<file path="src/rtl/winner_tree_kway_merge_coalesce_defines.svh">
// Assertion macros for the winner tree merge block.
// Included by modules that carry concurrent assertions; expects clk and rst_n in scope.
`ifndef WINNER_TREE_KWAY_MERGE_COALESCE_DEFINES_SVH
`define WINNER_TREE_KWAY_MERGE_COALESCE_DEFINES_SVH

// Checks an implication on every rising clock edge, with checking held off during reset.
`define WTKM_ASSERT(lbl, prop, msg) \
  lbl: assert property (@(posedge clk) disable iff (!rst_n) prop) else $error(msg);

// Checks a plain condition on every rising clock edge, with checking held off during reset.
`define WTKM_ASSERT_NOW(lbl, cond, msg) \
  lbl: assert property (@(posedge clk) disable iff (!rst_n) (cond)) else $error(msg);

`endif

</file>
<file path="src/rtl/wtkm_pkg.sv">
// Shared types and constants for the winner tree merge block.
// No dependencies; imported by winner_tree_kway_merge_coalesce and tb_top.
package wtkm_pkg;

  localparam int WTKM_MAX_RUNS  = 16;
  localparam int WTKM_KEY_BYTES = 8;
  localparam int KEY_W          = 64;
  localparam int COUNT_W        = 31;
  localparam int RUNIDX_W       = 4;
  localparam int CFG_W          = 5;
  localparam int RUN_SPAN       = 16;
  localparam logic [COUNT_W-1:0] COUNT_MAX = {COUNT_W{1'b1}};

  localparam logic KIND_REQUEST = 1'b0;
  localparam logic KIND_RECORD  = 1'b1;
  localparam logic ACT_LOAD     = 1'b0;

  typedef enum logic [1:0] {
    ST_IDLE,
    ST_READ,
    ST_COMB,
    ST_ADV
  } state_t;

  typedef struct packed {
    logic                kind;
    logic [RUNIDX_W-1:0] run;
    logic [KEY_W-1:0]    key;
    logic [COUNT_W-1:0]  count;
    logic                last;
  } result_t;

endpackage

</file>
<file path="src/rtl/winner_tree_kway_merge_coalesce.sv">
// K-way merge of sorted runs through a winner tree held in a node memory, with coalescing.
// Depends on wtkm_pkg and winner_tree_kway_merge_coalesce_defines.svh.
//
// The block merges up to runs_in_use sorted runs. In the fill phase each run in use sends
// its first record or an exhaustion mark; after the last one arrives the whole winner
// tree is built bottom-up, one internal node at a time (a read of both children from the
// node memory, then a compare and write-back) for all LEAVES-1 internal nodes, where LEAVES
// is MAX_RUNS rounded up to a power of two. In the merge phase only a record (or
// exhaustion) for the run that the block last requested is taken; it replays one
// leaf-to-root path with the same steps, then a coalesce step on the new root. Items for
// other runs are dropped. Each item gives at most two results (a finished merged record
// and a request for the next record); they wait in a two-entry output buffer and the
// next input is taken once both have been transferred. When every run is exhausted the
// held record goes out with last set and the block returns to the fill phase. Equal keys
// add their counts, saturating at 2^31-1.
module winner_tree_kway_merge_coalesce #(
  parameter int MAX_RUNS  = wtkm_pkg::WTKM_MAX_RUNS,
  parameter int KEY_BYTES = wtkm_pkg::WTKM_KEY_BYTES
) (
  input  logic                             clk,
  input  logic                             rst_n,
  input  logic                             psel,
  input  logic                             penable,
  input  logic                             pwrite,
  input  logic [2:0]                       paddr,
  input  logic [31:0]                      pwdata,
  output logic [31:0]                      prdata,
  output logic                             pready,
  input  logic                             in_valid,
  output logic                             in_ready,
  input  logic                             in_action,
  input  logic [wtkm_pkg::RUNIDX_W-1:0]    in_run_index,
  input  logic [wtkm_pkg::KEY_W-1:0]       in_record_key,
  input  logic [wtkm_pkg::COUNT_W-1:0]     in_record_count,
  output logic                             out_valid,
  input  logic                             out_ready,
  output logic                             out_kind,
  output logic [wtkm_pkg::RUNIDX_W-1:0]    out_request_run,
  output logic [wtkm_pkg::KEY_W-1:0]       out_merged_key,
  output logic [wtkm_pkg::COUNT_W-1:0]     out_merged_count,
  output logic                             out_last
);
  import wtkm_pkg::*;
  `include "winner_tree_kway_merge_coalesce_defines.svh"

  localparam int LEAVES  = 1 << $clog2(MAX_RUNS);
  localparam int RUN_W   = $clog2(LEAVES);
  localparam int NODES   = 2 * LEAVES - 1;
  localparam int NODE_W  = $clog2(NODES);
  localparam int RUN_CAP = (MAX_RUNS < RUN_SPAN) ? MAX_RUNS : RUN_SPAN;
  localparam logic [NODE_W-1:0] LEAF_BASE  = NODE_W'(LEAVES - 1);
  localparam logic [NODE_W-1:0] BUILD_TOP  = NODE_W'(LEAVES - 2);
  localparam logic [KEY_W-1:0]  KEY_MASK   = {KEY_W{1'b1}} << (8 * (8 - KEY_BYTES));

  // One tree entry: for a leaf it is the run's current record, for an internal node a
  // copy of the winning leaf. Leaf validity lives in leaf_v_r instead of the entry.
  typedef struct packed {
    logic             valid;
    logic [RUN_W-1:0] run;
    logic [KEY_W-1:0] key;
    logic [COUNT_W-1:0] count;
  } node_t;

  node_t node_mem [NODES];
  node_t rd_a_r, rd_b_r;
  logic              mem_we;
  logic [NODE_W-1:0] mem_waddr;
  node_t             mem_wdata;
  logic              mem_re;
  logic [NODE_W-1:0] rd_addr_a, rd_addr_b;

  state_t state_r, state_nxt;

  logic [CFG_W-1:0]   runs_r;
  logic [LEAVES-1:0]  leaf_v_r, loaded_r;
  logic               merging_r, build_r;
  logic [NODE_W-1:0]  node_r;
  node_t              root_r;
  logic [KEY_W-1:0]   held_key_r;
  logic [COUNT_W-1:0] held_count_r;
  logic               held_valid_r;
  result_t            res_q_r [2];
  logic [1:0]         q_cnt_r;

  // Configuration port: single register, zero wait states.
  logic cfg_wr;
  assign pready = 1'b1;
  assign cfg_wr = psel && penable && pwrite && (paddr[2] == 1'b0);
  assign prdata = (paddr[2] == 1'b0) ? {27'd0, runs_r} : 32'd0;

  // Runs in use, clamped to the legal range.
  logic [CFG_W-1:0]  used;
  logic [LEAVES-1:0] need;
  always_comb begin
    if (runs_r == '0) begin
      used = CFG_W'(1);
    end else if (runs_r > CFG_W'(RUN_CAP)) begin
      used = CFG_W'(RUN_CAP);
    end else begin
      used = runs_r;
    end
    for (int i = 0; i < LEAVES; i++) begin
      need[i] = (i < int'(used));
    end
  end

  // Input decode.
  logic               fire;
  logic [RUN_W-1:0]   leaf_idx;
  logic [KEY_W-1:0]   key_in;
  logic               fill_take, fill_done, walk_hit;
  logic [LEAVES-1:0]  loaded_new;
  logic [LEAVES-1:0]  leaf_v_fill;
  logic [NODE_W-1:0]  leaf_node;
  assign fire      = in_valid && in_ready;
  assign leaf_idx  = RUN_W'(in_run_index);
  assign key_in    = in_record_key & KEY_MASK;
  assign leaf_node = LEAF_BASE + NODE_W'(leaf_idx);
  always_comb begin
    fill_take   = ({1'b0, in_run_index} < used) && !loaded_r[leaf_idx];
    loaded_new  = loaded_r;
    leaf_v_fill = leaf_v_r;
    if (fill_take) begin
      loaded_new[leaf_idx]  = 1'b1;
      leaf_v_fill[leaf_idx] = (in_action == ACT_LOAD);
    end
    fill_done = &(loaded_new | ~need);
    walk_hit  = root_r.valid && (32'(in_run_index) < MAX_RUNS) && (root_r.run == leaf_idx);
  end

  // Combine of the two children of node_r, from the registered read data.
  logic [NODE_W-1:0] child_a, child_b;
  logic              va, vb;
  node_t             comb_node;
  assign child_a = NODE_W'(2 * node_r + 1);
  assign child_b = NODE_W'(2 * node_r + 2);
  always_comb begin
    va = (child_a >= LEAF_BASE) ? leaf_v_r[RUN_W'(child_a - LEAF_BASE)] : rd_a_r.valid;
    vb = (child_b >= LEAF_BASE) ? leaf_v_r[RUN_W'(child_b - LEAF_BASE)] : rd_b_r.valid;
    if (va && (!vb || rd_a_r.key <= rd_b_r.key)) begin
      comb_node = rd_a_r;
      comb_node.valid = 1'b1;
    end else if (vb) begin
      comb_node = rd_b_r;
      comb_node.valid = 1'b1;
    end else begin
      comb_node = '0;
    end
  end

  // Next state.
  always_comb begin
    state_nxt = state_r;
    unique case (state_r)
      ST_IDLE: begin
        if (fire) begin
          if (!merging_r) begin
            state_nxt = fill_done ? ST_READ : ST_IDLE;
          end else begin
            state_nxt = walk_hit ? ST_READ : ST_IDLE;
          end
        end
      end
      ST_READ: state_nxt = ST_COMB;
      ST_COMB: state_nxt = (node_r == '0) ? ST_ADV : ST_READ;
      ST_ADV:  state_nxt = ST_IDLE;
      default: state_nxt = ST_IDLE;
    endcase
  end

  // Outputs of the sequencer.
  always_comb begin
    in_ready  = 1'b0;
    mem_re    = 1'b0;
    mem_we    = 1'b0;
    mem_waddr = leaf_node;
    mem_wdata = '{valid: 1'b1, run: leaf_idx, key: key_in, count: in_record_count};
    unique case (state_r)
      ST_IDLE: begin
        in_ready = (q_cnt_r == 2'd0);
        mem_we   = fire && (in_action == ACT_LOAD) && (merging_r ? walk_hit : fill_take);
      end
      ST_READ: mem_re = 1'b1;
      ST_COMB: begin
        mem_we    = 1'b1;
        mem_waddr = node_r;
        mem_wdata = comb_node;
      end
      ST_ADV: ;
      default: ;
    endcase
  end

  assign rd_addr_a = child_a;
  assign rd_addr_b = child_b;

  // Node memory: one write port, two registered read ports.
  always_ff @(posedge clk) begin
    if (mem_we) begin
      node_mem[mem_waddr] <= mem_wdata;
    end
    if (mem_re) begin
      rd_a_r <= node_mem[rd_addr_a];
      rd_b_r <= node_mem[rd_addr_b];
    end
  end

  always_ff @(posedge clk) begin
    if (!rst_n) begin
      state_r <= ST_IDLE;
    end else begin
      state_r <= state_nxt;
    end
  end

  // Coalesce step on the current root.
  logic [COUNT_W:0] sum;
  assign sum = {1'b0, held_count_r} + {1'b0, root_r.count};

  always_ff @(posedge clk) begin
    if (!rst_n) begin
      runs_r       <= CFG_W'(RUN_SPAN);
      leaf_v_r     <= '0;
      loaded_r     <= '0;
      merging_r    <= 1'b0;
      build_r      <= 1'b0;
      node_r       <= '0;
      root_r       <= '0;
      held_key_r   <= '0;
      held_count_r <= '0;
      held_valid_r <= 1'b0;
      q_cnt_r      <= 2'd0;
    end else begin
      if (cfg_wr) begin
        runs_r <= pwdata[CFG_W-1:0];
      end
      if (out_valid && out_ready) begin
        res_q_r[0] <= res_q_r[1];
        q_cnt_r    <= q_cnt_r - 2'd1;
      end
      unique case (state_r)
        ST_IDLE: begin
          if (fire && !merging_r) begin
            // Runs that are no longer in use when the fill completes stay out of the tree.
            leaf_v_r <= fill_done ? (leaf_v_fill & need) : leaf_v_fill;
            loaded_r <= loaded_new;
            if (fill_done) begin
              merging_r <= 1'b1;
              build_r   <= 1'b1;
              node_r    <= BUILD_TOP;
            end
          end else if (fire && walk_hit) begin
            leaf_v_r[leaf_idx] <= (in_action == ACT_LOAD);
            build_r <= 1'b0;
            node_r  <= (leaf_node - NODE_W'(1)) >> 1;
          end
        end
        ST_READ: ;
        ST_COMB: begin
          if (node_r == '0) begin
            root_r <= comb_node;
          end else if (build_r) begin
            node_r <= node_r - NODE_W'(1);
          end else begin
            node_r <= (node_r - NODE_W'(1)) >> 1;
          end
        end
        ST_ADV: begin
          if (!root_r.valid) begin
            // Every run is exhausted: flush the held record and start over.
            res_q_r[0] <= '{kind: KIND_RECORD, run: '0,
                            key: held_valid_r ? held_key_r : '0,
                            count: held_valid_r ? held_count_r : '0, last: 1'b1};
            q_cnt_r      <= 2'd1;
            merging_r    <= 1'b0;
            loaded_r     <= '0;
            leaf_v_r     <= '0;
            root_r       <= '0;
            held_key_r   <= '0;
            held_count_r <= '0;
            held_valid_r <= 1'b0;
          end else if (held_valid_r && held_key_r == root_r.key) begin
            held_count_r <= sum[COUNT_W] ? COUNT_MAX : sum[COUNT_W-1:0];
            res_q_r[0] <= '{kind: KIND_REQUEST, run: RUNIDX_W'(root_r.run),
                            key: '0, count: '0, last: 1'b0};
            q_cnt_r <= 2'd1;
          end else begin
            held_key_r   <= root_r.key;
            held_count_r <= root_r.count;
            held_valid_r <= 1'b1;
            if (held_valid_r) begin
              res_q_r[0] <= '{kind: KIND_RECORD, run: '0, key: held_key_r,
                              count: held_count_r, last: 1'b0};
              res_q_r[1] <= '{kind: KIND_REQUEST, run: RUNIDX_W'(root_r.run),
                              key: '0, count: '0, last: 1'b0};
              q_cnt_r <= 2'd2;
            end else begin
              res_q_r[0] <= '{kind: KIND_REQUEST, run: RUNIDX_W'(root_r.run),
                              key: '0, count: '0, last: 1'b0};
              q_cnt_r <= 2'd1;
            end
          end
        end
        default: ;
      endcase
    end
  end

  assign out_valid        = (q_cnt_r != 2'd0);
  assign out_kind         = res_q_r[0].kind;
  assign out_request_run  = res_q_r[0].run;
  assign out_merged_key   = res_q_r[0].key;
  assign out_merged_count = res_q_r[0].count;
  assign out_last         = res_q_r[0].last;

  // Every advance step leaves at least one result waiting.
  `WTKM_ASSERT(a_adv_gives_result, (state_r == ST_ADV) |=> (q_cnt_r != 2'd0), "advance without result")
  // The output buffer never holds more than two results.
  `WTKM_ASSERT_NOW(a_q_bound, q_cnt_r != 2'd3, "output buffer overflow")
  // Leaving the merge phase always comes with the final record.
  `WTKM_ASSERT(a_last_on_end, $fell(merging_r) |-> (out_valid && out_last), "merge ended without last")
  // Tree walks only run while no result is waiting.
  `WTKM_ASSERT(a_walk_q_empty, (state_r == ST_READ) |-> (q_cnt_r == 2'd0), "walk with results pending")
endmodule

</file>
<file path="config.mk">
export PLATFORM = sky130hd
export DESIGN_NAME = winner_tree_kway_merge_coalesce
export DESIGN_NICKNAME = d
export VERILOG_FILES = /design/src/rtl/wtkm_pkg.sv /design/src/rtl/winner_tree_kway_merge_coalesce.sv
export VERILOG_INCLUDE_DIRS = /design/src /design/src/rtl
export SDC_FILE = /design/constraint.sdc
export NUM_CORES = 2
export LEC_CHECK = 0
export BUFFER_PORTS_ARGS = -buffer_cell sky130_fd_sc_hd__buf_2
export CORE_ASPECT_RATIO = 2
export CORE_MARGIN = 3
export CORE_UTILIZATION = 40
export DETAILED_ROUTE_END_ITERATION = 10
export PLACE_DENSITY = 0.67
export SYNTH_ARGS = -nofsm -noshare
export SYNTH_HDL_FRONTEND = slang
export SYNTH_SLANG_ARGS = --single-unit
</file>
<file path="constraint.sdc">
create_clock -name clk -period 13.45 [get_ports clk]
set_clock_uncertainty 0.05 [all_clocks]
set_input_delay 3.3625 -clock clk [delete_from_list [all_inputs] [get_ports clk]]
set_output_delay 3.3625 -clock clk [all_outputs]
set_load 0.02 [all_outputs]
</file>
==> results.py <==
metrics = {
    "synth": {
        "synth_area_sq_mm": 0.144,
        "synth_largest_area_cell": "edfxtp_1",
        "ys_warn_count": 0,
        "synth_edf_count": 3308,
        "synth_cell_types": 80,
        "avgSynthCellArea_sq_um": 19.2,
        "syn_inst": 7500,
        "ys_async_sr_fraction_pct": 0,
        "yosysMostFrequentCell": "edfxtp_1",
        "synth.top_cells.by_count": "edfxtp_1 (3,308), mux4_2 (909), nand2_1 (426), clkbuf_1 (352), dfxtp_1 (341)",
        "synth_top_area_share_pct": 68.9,
        "ys_ff_latch": 3649,
        "seq_area_frac_synth_pct": 73.6,
        "synth.area.top_cells": "edfxtp_1 (69%), mux4_2 (14%), dfxtp_1 (4.7%)",
        "ys.flop_type": "edfxtp_1",
    },
    "min_path": {
        "min_path_type": "reg2reg",
        "whs_path_depth": 1,
        "holdPathEnd": "res_q_r[0][93]",
        "hp-start": "res_q_r[0][93]",
    },
    "final_layout": {
        "seqCellArea_sq_mm": 0.106,
        "syn_to_final_growth_pct": 12.8,
        "instances_no_fill": 12725,
        "layout-drive-gt1-share_pct": 23.7,
        "design_area_sq_mm": 0.163,
        "multi_input_area_sq_mm": 0.0364,
        "final_nets": 8007,
        "fillerInstances": 29803,
    },
    "clock_tree": {
        "postCtsSetupRepairBufs": 0,
        "cts_max_path_buffers": 4,
        "cts-htree-levels": 5,
        "worstSkewPairLatency_ns": 0.95,
        "cts_hold_buf": 0,
        "cts-root-buf": "clkbuf_16",
        "numCtsBuffers": 332,
        "clk_pin_slew_ns": 0.06,
        "clock-sinks": 3649,
        "cts_resized": 0,
        "cts_tree": "done",
    },
    "power_and_ir_drop": {
        "leakage_nw": 50.3,
        "vdd_drop_max_mv": 0.0981,
        "p_clk_share_pct": 43.3,
        "p_seq_share_pct": 55.0,
        "switching_share_pct": 20.0,
        "combPwrFrac_pct": 1.7,
        "p_per_area_mw_per_mm2": 139,
        "netSwitchingPower_mw": 4.52,
        "p_int_mw": 18.1,
    },
    "critical_path": {
        "cp.arrival_ns": 8.64,
        "timing.rr.start": "node_r[0]",
        "start_kind": "input pin",
        "path_max_fanout": 43,
        "cp_cell_sequence": "buf_2 > mux4_2 > mux4_2 > nor2_1 > mux2i_1 > o31ai_1 > nand2_1 > nor2_4 > buf_4 > buf_4",
        "cp-end-kind": "register",
        "crit_type": "in2reg",
        "required_ns": 13.96,
        "slowest_stage": "buf_4",
        "reg2reg_to": "rd_b_r[22]",
        "r2r_cells": 8,
        "ff2ff_setup_slack_ns": 6.16,
        "cpPeakStageDelay_ns": 0.87,
    },
    "timing": {
        "fmax_mhz": 123,
        "worst_pin_slew_ns": 1.40,
        "grt_setup_unrepaired": "false",
        "min_period_ns": 8.13,
        "finalSetupViolCount": 0,
        "hold_viol_final": 0,
        "timing.setup.tns_ns": 0,
        "maxSlewViolCount": 0,
        "timing.final.crit_share_pct": 60.4,
        "max_slew_margin_pct": 6.37,
    },
    "routing": {
        "drc": 0,
        "num_vias": 78219,
        "wirelength_um": 403000,
        "vias_per_cell": 6.15,
        "drt_first_pass_iters": 7,
        "post_drt_wl_per_cell_um": 31.6,
        "drtIter0Drc": 9951,
        "ant_nets": 0,
    },
    "global_route": {
        "grt_usage_pct": 21.5,
        "grt_start_max_net_pins": 142,
        "gr-total-overflow": 0,
        "grt_pass1_vias": 78049,
        "grt_pass1_wl_um": 573000,
        "antenna_found_initial": 23,
    },
    "run_status": {
        "status": "finished, final reports clean",
    },
    "place": {
        "gp_congestion": 0.866,
        "dp_cells": 12109,
        "place_area_sq_mm": 0.151,
        "io_buffers": 220,
        "place_hpwl_um": 220000,
    },
    "job": {
        "cap_violations": 0,
    },
    "die": {
        "initial_core_util_pct": 40.2,
        "rows": 311,
        "dieArea_sq_mm": 0.368,
        "die_w_um": 430,
        "ios": 278,
        "core_sq_mm": 0.359,
        "chipHeight_um": 855,
    },
}
## metal layers
metal	vias up	GRT usage (%)	share of wire (%)	routed length [um]
met5	-	0	0.030	122
met2	4396	36.3	50	201000
met4	16	8.48	4.3	17300
met1	41556	27.5	37	148000
li1	31337	-	-	-
met3	914	3.99	9.0	36200
## cell type report
class | count | area share, %
flip-flops and latches | 3649 | 65.3
multi-input cells | 3269 | 22.4
clock buffers | 419 | 5.47
well taps | 4695 | 3.61
repair buffers | 397 | 1.68
clock inverters | 179 | 1.34
inverters | 105 | 0.246
diodes | 12 | 0.0185
## worst max path at each step
stage	depth (start not counted)	end	start	slack, ns
5_1_grt	10	node_mem[3][11]	in_run_index[0]	5.15
6_report	10	node_mem[3][11]	in_run_index[0]	5.32
3_5_place_dp	10	node_mem[3][35]	in_run_index[0]	4.41
4_1_cts	10	node_mem[3][45]	in_run_index[0]	5.35
3_3_place_gp	10	node_mem[3][11]	in_run_index[0]	4.40
2_1_floorplan	9	node_mem[1][0]	in_run_index[0]	2.90
## layout by cell type (no fill, tap or decap), drive strengths merged, types with 17 or more instances in the layout
| cell type | instances |
|---|---|
| edfxtp | 3308 |
| mux4 | 909 |
| nand2 | 426 |
| clkbuf | 419 |
| buf | 397 |
| dfxtp | 341 |
| o21ai | 236 |
| a21oi | 202 |
| nor2 | 174 |
| a22o | 167 |
| inv | 117 |
| mux2i | 115 |
| nand4 | 114 |
| ha | 110 |
| clkinv | 105 |
| nor3 | 98 |
| xor2 | 79 |
| o211ai | 71 |
| a221o | 64 |
| a31oi | 64 |
| and2 | 56 |
| a311o | 46 |
| bufinv | 45 |
| nand3 | 30 |
| conb | 28 |
| nor4 | 26 |
| o21a | 21 |
| nor2b | 19 |
| or3 | 17 |
| a21o | 17 |
| clkinvlp | 17 |
## logic make-up after synthesis
group | after synthesis | synth area share [%]
adders and majority gates | 112 | 0.976
muxes | 1024 | 15.0
AOI/OAI and AO/OA | 1012 | 4.91
DFF | 3649 | 73.6
other | 2 | 0.00521
buffers and inverters | 608 | 1.68
and+or+nand+nor | 1001 | 3.23
xor gates and xnor gates | 92 | 0.559
## through the flow
step                utilization (%)  power (mW)  setup slack, ns  hold WS [ns]
global placement               42.2        13.0             4.40         0.406
CTS                            45.3        22.7             5.35         0.426
finish                         45.3        22.6             5.32         0.422
floorplan                         -        12.9             2.90         0.394
detailed placement             42.2        13.0             4.41         0.409
global route                   45.3        23.1             5.15         0.438
## registers in the layout, summed over array words and instances, names as in the netlist
register,cells
node_mem,3100
res_q_r,105
rd_a_r,100
rd_b_r,100
root_r,100
held_key_r,64
held_count_r,31
leaf_v_r,16
loaded_r,16
node_r,5
runs_r,5
q_cnt_r,2
state_r,2
build_r,1
held_valid_r,1
merging_r,1
## power groups by stage
stage	registers (mW)	logic (mW)	clock network, mW
final	12.4	0.379	9.78
after global routing	12.4	0.405	10.3
after CTS	12.4	0.374	9.92
after detailed placement	12.7	0.374	0
after global placement	12.7	0.358	0
after floorplan	12.7	0.197	0
## worst max-delay path: cells and delay by family
kind | cells | cell delay (ns)
compound gates | 1 | 0.61
buf+inv | 3 | 2.03
mux | 3 | 1.30
simple gates | 3 | 1.18
Note: power is estimated with default switching activity, not from simulation.
